<file path="config.mk">
export PLATFORM = sky130hd
export DESIGN_NAME = pn3d_queue
export DESIGN_NICKNAME = d
export VERILOG_FILES = /design/src/hdl/pn3d_pkg.sv /design/src/hdl/pn3d_queue.sv
export SDC_FILE = /design/constraint.sdc
export NUM_CORES = 1
export LEC_CHECK = 0
export ABC_CLOCK_PERIOD_IN_PS = 12000
export BUFFER_PORTS_ARGS = -buffer_cell sky130_fd_sc_hd__buf_2
export CORE_UTILIZATION = 50
export CTS_CLUSTER_SIZE = 25
export DETAILED_ROUTE_END_ITERATION = 12
export PLACE_DENSITY = 0.74
export SLEW_MARGIN = 30
export SYNTH_ARGS = -nofsm -noshare
export SYNTH_HDL_FRONTEND = slang
export SYNTH_SLANG_ARGS = --single-unit
</file>
<file path="constraint.sdc">
create_clock -name clk_i -period 12 [get_ports clk_i]
set_input_delay 0 -clock clk_i [delete_from_list [all_inputs] [get_ports clk_i]]
set_output_delay 0 -clock clk_i [all_outputs]
set_load 0.03 [all_outputs]
</file>
<file path="src/hdl/pn3d_pkg.sv">
// ----------------------------------------------------------------------------
// Perlin noise 3D package
// Shared types, constants and the gradient function of the noise datapath.
// ----------------------------------------------------------------------------
`default_nettype none

package pn3d_pkg;

  localparam int FRAC_BITS   = 16;
  localparam int CELL_W      = 8;
  localparam int TABLE_DEPTH = 1 << CELL_W;
  localparam int COORD_W     = 32;
  localparam int OUT_W       = 20;
  localparam int CFG_W       = 20;
  localparam int CFG_IDX_W   = 2;
  localparam int GRAD_W      = 20;
  localparam int LERP_W      = 24;
  localparam int PROD_W      = 42;
  localparam int FADE_W      = 18;
  localparam int SUM_W       = 25;
  localparam int Q_DEPTH     = 4;
  localparam int Q_PTR_W     = 2;
  localparam int Q_CNT_W     = 3;
  localparam int IN_DATA_W   = 112;
  localparam int OUT_DATA_W  = 24;

  localparam logic [CFG_IDX_W-1:0] CFG_OFFSET     = 2'd0;
  localparam logic [CFG_IDX_W-1:0] CFG_CLAMP_LOW  = 2'd1;
  localparam logic [CFG_IDX_W-1:0] CFG_CLAMP_HIGH = 2'd2;

  localparam logic MODE_LOAD = 1'b0;
  localparam logic MODE_EVAL = 1'b1;

  typedef logic [FRAC_BITS-1:0] frac_t;
  typedef logic [CELL_W-1:0]    hash_t;

  typedef struct packed {
    frac_t [2:0] frac;
    hash_t [7:0] hash;
  } item_t;

  typedef struct packed {
    logic signed [CFG_W-1:0] offset;
    logic signed [CFG_W-1:0] low;
    logic signed [CFG_W-1:0] high;
  } cfg_t;

  function automatic logic signed [GRAD_W-1:0] grad(input hash_t hash,
                                                    input logic signed [17:0] x,
                                                    input logic signed [17:0] y,
                                                    input logic signed [17:0] z);
    logic [3:0] h;
    logic signed [GRAD_W-1:0] u;
    logic signed [GRAD_W-1:0] v;
    logic signed [GRAD_W-1:0] su;
    logic signed [GRAD_W-1:0] sv;
    h  = hash[3:0];
    u  = (h < 4'd8) ? GRAD_W'(x) : GRAD_W'(y);
    v  = (h < 4'd4) ? GRAD_W'(y) :
         ((h == 4'd12 || h == 4'd14) ? GRAD_W'(x) : GRAD_W'(z));
    su = h[0] ? -u : u;
    sv = h[1] ? -v : v;
    return su + sv;
  endfunction

endpackage

`default_nettype wire

</file>
<file path="src/hdl/pn3d_queue.sv">
// ----------------------------------------------------------------------------
// Perlin noise 3D queue
// Small first-in first-out buffer between the hashing and the blending part.
// ----------------------------------------------------------------------------
`default_nettype none

module pn3d_queue
  import pn3d_pkg::*;
(
  input  wire logic               clk_i,
  input  wire logic               rst_ni,
  input  wire logic               in_valid_i,
  output logic                    in_ready_o,
  input  wire item_t              in_item_i,
  output logic                    out_valid_o,
  input  wire logic               out_ready_i,
  output item_t                   out_item_o,
  output logic [Q_CNT_W-1:0]      count_o
);

  item_t                mem_q [Q_DEPTH];
  logic [Q_PTR_W-1:0]   wr_q, rd_q;
  logic [Q_CNT_W-1:0]   cnt_q;
  logic                 push, pop;

  assign in_ready_o  = (cnt_q != Q_CNT_W'(Q_DEPTH));
  assign out_valid_o = (cnt_q != '0);
  assign out_item_o  = mem_q[rd_q];
  assign count_o     = cnt_q;
  assign push        = in_valid_i && in_ready_o;
  assign pop         = out_valid_o && out_ready_i;

  always_ff @(posedge clk_i or negedge rst_ni) begin
    if (!rst_ni) begin
      wr_q  <= '0;
      rd_q  <= '0;
      cnt_q <= '0;
    end else begin
      if (push) wr_q <= wr_q + 1'b1;
      if (pop) rd_q <= rd_q + 1'b1;
      cnt_q <= cnt_q + Q_CNT_W'(push) - Q_CNT_W'(pop);
    end
  end

  always_ff @(posedge clk_i) begin
    if (push) mem_q[wr_q] <= in_item_i;
  end

endmodule

`default_nettype wire

</file>
==> results of run 1 <==
[final cells by class]
class	count	area (sq um)
fillers	2143	11680
flip-flops and latches	455	13640
inverters	6	22.52
clock inverters	29	341.6
clock buffers	53	1177
multi-input cells	140	2800
well taps	442	553.0
diodes	5	12.51
repair buffers	357	2397
[placed cells by master, fill, tap and decap left out, types with 6 or more instances in the layout]
cell type and n:
mux4_2 112, clkinv_2 9, bufinv_16 7, inv_1 6, buf_2 232, clkbuf_1 7
buf_4 7, clkbuf_16 46, dlygate4sd3_1 116, clkinv_1 9, ha_1 6, edfxtp_1 448
[layer usage]
metal | track usage, % | wire [microns] | share of wire [%]
met1 | 25.82 | 13530 | 42
met2 | 32.09 | 16130 | 50
met3 | 3.853 | 1911 | 5.9
met4 | 5.367 | 615 | 1.9
met5 | 0 | 0 | 0
[critical path: cells and delay by family (launching register included)]
family   cells  cell delay [ns]
buf+inv      2             0.97
mux          1             0.64
flops        1             0.96
[cells in the mapped netlist]
master / count
o31a_1: 1
nand2b_1: 4
nor3b_1: 1
fa_1: 1
buf_2: 13
o211ai_1: 2
ha_1: 6
o311ai_0: 1
nand2_1: 1
xor2_1: 1
buf_1: 1
xnor2_1: 3
mux4_2: 112
buf_6: 8
buf_4: 1
dfrtp_1: 7
inv_1: 6
clkbuf_1: 3
and3b_1: 4
or3_1: 1
nand4bb_1: 2
edfxtp_1: 448
[power breakdown]
group	switching [mW]	internal (mW)	total [mW]
registers	0.161	2.10	2.26
logic	1.11	0.653	1.76
clock network	0.566	0.855	1.42
total	1.84	3.60	5.44
[through the flow]
| step | std cells | setup slack (ns) | utilization [%] | area [sq um] | hold slack (ns) |
|---|---|---|---|---|---|
| 2_1_floorplan | 627 | 7.966 | - | 16610 | -0.2956 |
| 3_3_place_gp | 1284 | 8.919 | 55.92 | 18240 | -0.1547 |
| 3_5_place_dp | 1284 | 8.859 | 55.94 | 18250 | -0.1567 |
| 4_1_cts | 1482 | 8.667 | 64.16 | 20930 | 0.1756 |
| 5_1_grt | 1484 | 8.521 | 64.17 | 20930 | 0.1965 |
| 6_report | 1487 | 8.813 | 64.20 | 20940 | 0.2029 |
[state kept, by name, summed over array words and instances, names as in the netlist]
| signal | count |
|---|---|
| count_o | 3 |
| rd_q | 2 |
| wr_q | 2 |
| mem_q | 448 |
[kinds of logic after synthesis]
| family | after synthesis | synth area share (%) |
|---|---|---|
| AO/OA/AOI/OAI | 4 | 0.1958 |
| XOR/XNOR | 4 | 0.2109 |
| adder cells (fa/ha/maj) | 7 | 0.5724 |
| buffers and inverters | 32 | 1.205 |
| flip-flops | 455 | 82.03 |
| multiplexers | 112 | 15.18 |
| AND/OR/NAND/NOR | 13 | 0.6025 |
[timing repair]
action | in CTS | in global routing
gates resized for setup | 0 | 0
hold buffers | 116 | 0
hold endpoints to repair | 459 | 0
[worst paths after layout]
check / from / endpoint / slack (ns) / cells after the start
max reg2reg: count_o[2]$_DFF_PN0_ / mem_q[3][44]$_DFFE_PP_ / 8.88 / 4
min in group asynchronous: rst_ni / count_o[0]$_DFF_PN0_ / 0.41 / 3
max in group asynchronous: rst_ni / rd_q[1]$_DFFE_PN0P_ / 11.32 / 3
min: in_item_i[16] / mem_q[1][16]$_DFFE_PP_ / 0.20 / 2
max: rd_q[0]$_DFFE_PN0P_ / out_item_o[78] / 8.81 / 3
min reg2reg: wr_q[1]$_DFFE_PN0P_ / wr_q[1]$_DFFE_PN0P_ / 0.61 / 2
==> out/results.txt, run 1 <==
maximum vdd ir drop: 0.0001965 V
Bufs on Longest Clock Path: 3
Ports: 233
CP required: 12.00 ns
Initial Util: 50.93%
CTS Buf Count: 45
count of final hold-check violations: 0
mapped cell area: 16610 sq um
synthesized flop and latch total: 455
Clock Tree Root: clkbuf_16
Mean Syn Cell Area: 26.50 sq um
DR iter-0 viols: 509
critical path class: register to output pin
achievable frequency: 313.7 MHz
PnR Total Power: 5.439 mW
global-route wire length before repair: 48120 microns
DR pass1 iterations: 5
Slowest-stage cell, CP: dfrtp_4
fraction of layout cells with a size suffix above 1: 40.87%
relative slew slack: 35.83%
Routed Antenna Nets: 0
Total GRT Usage: 19.18%
Final setup viols: 0
Fin Setup TNS: 0 ns
Die Wd: 184.3 microns
Syn-to-layout area delta: 26.04%
vias in the first global route: 8358
Via density: 5.315
Vert. Die Dim: 184.3 microns
fin nets: 1128
Clock Latency Late Sink: 0.53 ns
Leak: 7.212 nW
Worst Path Max Fanout: 43
Max Cap Viol: 0
row count: 66
Synth Net Count: 750
CP Capture Type: output pin
critical path arrival: 3.19 ns
crit path launch type: register
unrepaired setup endpoints after global routing: false
largest net degree at the start of global routing: 71
total number of vias: 7904
drt wl/cell: 21.65 microns
crit path cell chain: buf_4, mux4_2, buf_2
Seq/Total Area, Yosys: 82.03%
GP Congestion: 0.7178
Synth warnings: 0
Yosys top cell area share: 80.98%
top post-synthesis cells by area: edfxtp_1, mux4_2, dfrtp_1
Reg clk slew, reported paths: 0.06 ns
Setup Skew: 0.01295 ns
Yosys top cell by area: edfxtp_1
initial antenna violation count: 4
CTS tree: done
Final Max Tran Viols: 0
Synth cell types: 22
crit path time final: 3.187 ns
Hold WC Path Type: primary input to register
power per standard cell area: 259.8 nW/um^2
Core ar.: 32620 sq um
dpl hpwl: 18310 microns
I/O Buffers: 232
DR DRC count: 0
post-synthesis cell count: 627
Sinks on Clock Net: 455
die area: 33960 sq um
status: finished clean
Worst path max stage delay: 0.96 ns
period utilization: 26.56%
H-tree levels: 2
Routed WL: 32190 microns
Worst-Margin Slew: 0.9625 ns
total congestion overflow: 0
Post-CTS Setup Repair Bufs: 0
Note: power is estimated with default switching activity, not from simulation.
==> run 2, diff against run 1 <==
--- a/config.mk
+++ b/config.mk
@@ -5,12 +5,13 @@
 export SDC_FILE = /design/constraint.sdc
 export NUM_CORES = 1
 export LEC_CHECK = 0
-export ABC_CLOCK_PERIOD_IN_PS = 12000
+export ABC_AREA = 1
+export ABC_CLOCK_PERIOD_IN_PS = 2800
 export BUFFER_PORTS_ARGS = -buffer_cell sky130_fd_sc_hd__buf_2
 export CORE_UTILIZATION = 50
 export CTS_CLUSTER_SIZE = 25
 export DETAILED_ROUTE_END_ITERATION = 12
-export PLACE_DENSITY = 0.74
+export PLACE_DENSITY = 0.76
 export SLEW_MARGIN = 30
 export SYNTH_ARGS = -nofsm -noshare
 export SYNTH_HDL_FRONTEND = slang
==> constraint.sdc (replaced) <==
create_clock -name clk_i -period 2.8 [get_ports clk_i]
set_input_delay 0 -clock clk_i [delete_from_list [all_inputs] [get_ports clk_i]]
set_output_delay 0 -clock clk_i [all_outputs]
set_load 0.03 [all_outputs]
==> run 2 against run 1 <==
Net effect: clock-buffer cell count is 11 higher; combinational power grew to 5.6 times the previous value; sequential share of layout area is 3.9 points lower; sequential power grew to 4.1 times the previous value; first-iteration DRC count is 23% higher; critical path type unchanged; largest cell class unchanged; synthesized area is 8.4% higher; die area is 8.3% higher; register-to-register slack worse by 8.2 ns.
==> out/results.txt, run 2 <==
status: finished clean
Synth Area in Adders: 0.5279%
Syn-to-layout area delta: 23.60%
placed cells: 2118
post-synthesis cell count: 1476
max FFs per register: 448
Synth warnings: 0
Synth Area in Compound Gates: 6.223%
mapped cell area: 18010 sq um
combinational share of power: 39.2%
fin nets: 1944
Die Wd: 191.8 microns
largest net degree at the start of global routing: 160
row count: 69
relative slew slack: 51.75%
GP Congestion: 0.7885
fraction of layout cells with a size suffix above 1: 17.34%
DR iter-0 viols: 626
Post-synth top cells: edfxtp_1, nand2_1, nor2_1, o21ai_0, inv_1
Sw Ratio: 39.73%
drt wl/cell: 16.01 microns
synthesized flop and latch total: 455
CP top delay family: buffers and inverters
power per standard cell area: 1119 nW/um^2
Leak: 8.910 nW
CTS tree: done
Clock Latency Late Sink: 0.54 ns
worst path buffer plus inverter count: 3
fin util: 62.75%
I/O Buffers: 232
net switching power: 9.896 mW
Core ar.: 35480 sq um
count of final hold-check violations: 0
Max Cap Viol: 0
Post-CTS Setup Repair Bufs: 0
Yosys top cell by area: edfxtp_1
multi-input logic area: 3495 sq um
Total GRT Usage: 19.97%
CP required: 2.80 ns
Worst Path Max Fanout: 85
Setup Skew: 0.01537 ns
CP Capture Type: output pin
Mean Syn Cell Area: 12.21 sq um
initial antenna violation count: 3
Reg power frac: 37.3%
Hold WC Path Type: primary input to register
Clock Tree Root: clkbuf_16
Yosys top cell area share: 74.68%
Vert. Die Dim: 191.8 microns
die area: 36790 sq um
Via density: 4.991
Initial Util: 50.77%
crit path cell chain: inv_6, buf_4, nor2_1, o21ai_1, nand2_1, buf_2
total congestion overflow: 0
maximum vdd ir drop: 0.0009650 V
Synth Area in Simple Gates: 12.31%
Post-Synth XOR/XNOR Area: 0%
Fillers: 2561
global-route wire length before repair: 57010 microns
largest family of logic cells by synthesized area: simple AND/OR/NAND/NOR gates
dpl hpwl: 20330 microns
Worst-Margin Slew: 0.7238 ns
total number of vias: 11570
achievable frequency: 424.7 MHz
vias in the first global route: 11410
critical path arrival: 2.35 ns
most frequent cells in the layout: edfxtp_1, nand2_1, buf_2
Seq/Total Area, Yosys: 75.65%
top post-synthesis cells by area: edfxtp_1, nand2_1, nor2_1
cell with the most instances after synthesis: edfxtp_1
Slowest-stage cell, CP: inv_6
Synth cell types: 17
Post-CTS Resized: 0
number of synthesized flops with an enable pin: 448
DR DRC count: 0
Routed WL: 37140 microns
Routed Antenna Nets: 0
crit path launch type: register
critical path class: register to output pin
FF+latch area: 13640 sq um
Synth Net Count: 1599
H-tree levels: 2
Sinks on Clock Net: 455
Reg clk slew, reported paths: 0.06 ns
Post-synth ARST share: 1.538%
fin cells: 2319
Bufs on Longest Clock Path: 3
most common cell after layout, fill and taps aside: edfxtp_1
PnR Total Power: 24.91 mW
DR pass1 iterations: 5
Final Max Tran Viols: 0
ys flop type: edfxtp_1
Final setup viols: 0
CTS Buf Count: 46
unrepaired setup endpoints after global routing: false
post-synthesis mux area share: 0%
clock network power share: 23.5%
P_int: 15.01 mW
crit path time final: 2.355 ns
Worst path max stage delay: 0.52 ns
period utilization: 84.10%
most flop-heavy register: mem_q
Ports: 233
[run 2: changes by cell type after synthesis, sizes merged, moves of 3 or more]
cell	before	now
nand2	1	355
clkbuf	3	27
inv	6	128
and3b	4	0
mux4	112	0
nand3	0	5
nor2	0	229
buf	23	46
xnor2	3	0
nand2b	4	0
o21ai	0	224
[run 2: path summary, 6_finish.rpt]
path / from / to / slack [ns] / cells past startpoint
min: in_item_i[39] / mem_q[3][39]$_DFFE_PP_ / 0.21 / 2
min in group asynchronous: rst_ni / count_o[1]$_DFF_PN0_ / 0.42 / 3
max in group asynchronous: rst_ni / rd_q[0]$_DFFE_PN0P_ / 2.11 / 3
min reg2reg: wr_q[0]$_DFFE_PN0P_ / wr_q[0]$_DFFE_PN0P_ / 0.56 / 2
max reg2reg: count_o[1]$_DFF_PN0_ / count_o[2]$_DFF_PN0_ / 0.73 / 11
max: rd_q[1]$_DFFE_PN0P_ / out_item_o[6] / 0.45 / 6
[run 2: logic make-up (layout without fill, tap and decap cells)]
kind of cell	after synthesis	count (layout)
adders and majority gates	7	7
other	0	1
buffers and inverters	201	582
DFF	455	455
and+or+nand+nor	589	589
AOI/OAI and AO/OA	224	224
[run 2: power by group through the flow]
stage | Clock [mW] | Sequential (mW) | Combinational, mW
3_3_place_gp | 0 | 9.36 | 9.48
4_1_cts | 5.96 | 9.28 | 9.81
6_report | 5.85 | 9.28 | 9.78
5_1_grt | 6.23 | 9.38 | 10.7
3_5_place_dp | 0 | 9.42 | 9.63
2_1_floorplan | 0 | 9.44 | 6.95
[run 2: area by class of cell]
| type | instances | share of cell area, % |
|---|---|---|
| inverter | 128 | 2.191 |
| tap | 461 | 2.590 |
| timing repair buffer | 370 | 11.79 |
| multi-input combinational | 820 | 15.69 |
| clock buffer | 64 | 5.760 |
| sequential | 455 | 61.24 |
| antenna | 1 | 0.01124 |
| clock inverter | 20 | 0.7249 |
[run 2: what timing repair did]
action	4_1_cts	5_1_grt
hold endpoints to repair	459	0
hold buffers	116	0
endpoints found under the setup margin	0	0
[run 2: layer usage]
metal | routed length [microns] | vias up | global-route usage [%]
li1 | - | 5667 | -
met1 | 15000 | 5523 | 24.26
met2 | 19080 | 321 | 36.13
met3 | 2338 | 58 | 3.709
met4 | 691 | 4 | 5.586
met5 | 27 | - | 0
[run 2: through the flow]
stage                     setup TNS (ns)  hold slack (ns)  worst slack [ns]  instance area [sq um]
final                                  0           0.2150            0.4453                  22270
after global routing                   0           0.1966            0.2849                  22270
after CTS                              0           0.1725            0.3914                  22260
after detailed placement               0          -0.1594            0.7498                  19660
after global placement                 0          -0.1623            0.8143                  19660
after floorplan                   -39.71          -0.2956           -0.1037                  18080
==> run 3, diff against run 2 <==
--- a/config.mk
+++ b/config.mk
@@ -5,13 +5,13 @@
 export SDC_FILE = /design/constraint.sdc
 export NUM_CORES = 1
 export LEC_CHECK = 0
-export ABC_AREA = 1
-export ABC_CLOCK_PERIOD_IN_PS = 2800
+export ABC_AREA = 0
+export ABC_CLOCK_PERIOD_IN_PS = 2400
 export BUFFER_PORTS_ARGS = -buffer_cell sky130_fd_sc_hd__buf_2
 export CORE_UTILIZATION = 50
 export CTS_CLUSTER_SIZE = 25
 export DETAILED_ROUTE_END_ITERATION = 12
-export PLACE_DENSITY = 0.76
+export PLACE_DENSITY = 0.74
 export SLEW_MARGIN = 30
 export SYNTH_ARGS = -nofsm -noshare
 export SYNTH_HDL_FRONTEND = slang
==> constraint.sdc (replaced) <==
create_clock -name clk_i -period 2.4 [get_ports clk_i]
set_input_delay 0 -clock clk_i [delete_from_list [all_inputs] [get_ports clk_i]]
set_output_delay 0 -clock clk_i [all_outputs]
set_load 0.03 [all_outputs]
==> run 3 against run 2 <==
Net effect: first-iteration DRC count shrank 13%; via count shrank 32%; die area shrank 7.7%; global-route usage shrank 1.1 points; sequential power grew 17%; non-clock buffer count shrank 3; clock-buffer cell count shrank 8; core utilization grew 1.7 points; register-to-register slack lost 0.51 ns; final area shrank 5.5%; clock skew shrank 0.0068 ns; critical endpoint is now out_item_o[86]; largest cell class unchanged; largest power group is now sequential cells.
==> out/results.txt, run 3 (synthesis gave the netlist of run 1 again) <==
CTS tree: done
relative slew slack: 67.47%
GP Congestion: 0.7219
fin cells: 1490
Final setup viols: 0
Hold WS: 0.2131 ns
Initial Util: 50.93%
achievable frequency: 443.2 MHz
Routed Antenna Nets: 0
period utilization: 94.00%
DR pass1 iterations: 5
maximum vdd ir drop: 0.0009192 V
crit path cell chain: buf_12, mux4_2, buf_2
R2R depth: 8
Clock Tree Root: clkbuf_16
Reg-to-Reg Start: count_o[1]$_DFF_PN0_
row count: 66
crit path launch type: register
Die Wd: 184.3 microns
Clock Latency Late Sink: 0.54 ns
dpl hpwl: 17800 microns
Via density: 5.305
Worst-Margin Slew: 0.4880 ns
Reg clk slew, reported paths: 0.06 ns
total congestion overflow: 0
Post-CTS Resized: 0
CTS Buf Count: 45
count of final hold-check violations: 0
Bufs on Longest Clock Path: 3
CP required: 2.40 ns
drt wl/cell: 21.00 microns
Max Cap Viol: 0
hold buffers post-CTS: 116
I/O Buffers: 232
max FFs per register: 448
CP startpoint: rd_q[0]$_DFFE_PN0P_
reg-to-reg setup timing slack: 0.22 ns
Post-DP Area: 18480 sq um
most common cell after layout, fill and taps aside: edfxtp_1
Total GRT Usage: 18.84%
Setup crit end: out_item_o[86]
DR DRC count: 0
power per standard cell area: 1279 nW/um^2
Ports: 233
placed cells: 1294
DR iter-0 viols: 542
Final Cell Area: 21040 sq um
Leak: 7.240 nW
R2R Path End: count_o[2]$_DFF_PN0_
H-tree levels: 2
die area: 33960 sq um
Setup Skew: 0.008526 ns
most flop-heavy register: mem_q
initial antenna violation count: 3
vias in the first global route: 8647
critical path arrival: 2.26 ns
global-route wire length before repair: 47900 microns
Final Max Tran Viols: 0
Sinks on Clock Net: 455
largest net degree at the start of global routing: 71
status: finished clean
Core ar.: 32620 sq um
Routed WL: 31300 microns
critical path class: register to output pin
Post-CTS Setup Repair Bufs: 0
total number of vias: 7905
CP Capture Type: output pin
PnR Total Power: 26.91 mW
fraction of layout cells with a size suffix above 1: 40.90%
crit path time final: 2.256 ns
unrepaired setup endpoints after global routing: false
fin nets: 1138
most frequent cells in the layout: edfxtp_1, buf_2, dlygate4sd3_1
Hold WC Path Type: primary input to register
Worst Path Max Fanout: 56
Vert. Die Dim: 184.3 microns
Slowest-stage cell, CP: mux4_2
worst hold stages: 2
Syn-to-layout area delta: 26.62%
Worst path max stage delay: 0.61 ns
run 3: how the worst min path moves through the flow:
stage                    from                 endpoint  slack (ns)
2_1_floorplan          rst_ni     count_o[0]$_DFF_PN0_       -0.30
4_1_cts        in_item_i[103]  mem_q[2][103]$_DFFE_PP_        0.17
6_report        in_item_i[26]   mem_q[1][26]$_DFFE_PP_        0.21
3_3_place_gp           rst_ni     count_o[0]$_DFF_PN0_       -0.15
5_1_grt        in_item_i[107]  mem_q[1][107]$_DFFE_PP_        0.20
3_5_place_dp           rst_ni     count_o[0]$_DFF_PN0_       -0.14
run 3: final cells by class:
cell class              count  area, sq um
clock inverters            20        172.7
repair buffers            367         2628
well taps                 442        553.0
multi-input cells         140         2805
fillers                  2128        11580
inverters                   6        22.52
diodes                      4        10.01
flip-flops and latches    455        13640
clock buffers              56         1210
run 3: through the flow:
step	utilization (%)	TNS, ns	setup slack (ns)
after CTS	64.46	0	0.06803
after global placement	56.66	0	0.2595
after floorplan	-	-142.83	-0.3188
after detailed placement	56.66	0	0.2132
final	64.49	0	0.1439
after global routing	64.48	0	0.005770
run 3: where the power goes:
| part | switching, mW | internal, mW |
|---|---|---|
| clock | 2.74 | 3.87 |
| sequential | 0.401 | 10.5 |
| combinational | 5.92 | 3.51 |
| total | 9.06 | 17.9 |
run 3: worst max-delay path, delay by kind of cell (launching register included):
family / cells / cell delay (ns)
flip-flops: 1 / 0.46
buffers and inverters: 2 / 0.60
multiplexers: 1 / 0.61
run 3: layer usage:
layer	track usage [%]	wire length [microns]	up-vias
met1	24.92	12990	4114
met5	0	0	-
met2	31.47	15760	250
met4	5.667	618	0
met3	4.209	1927	43
li1	-	-	3498
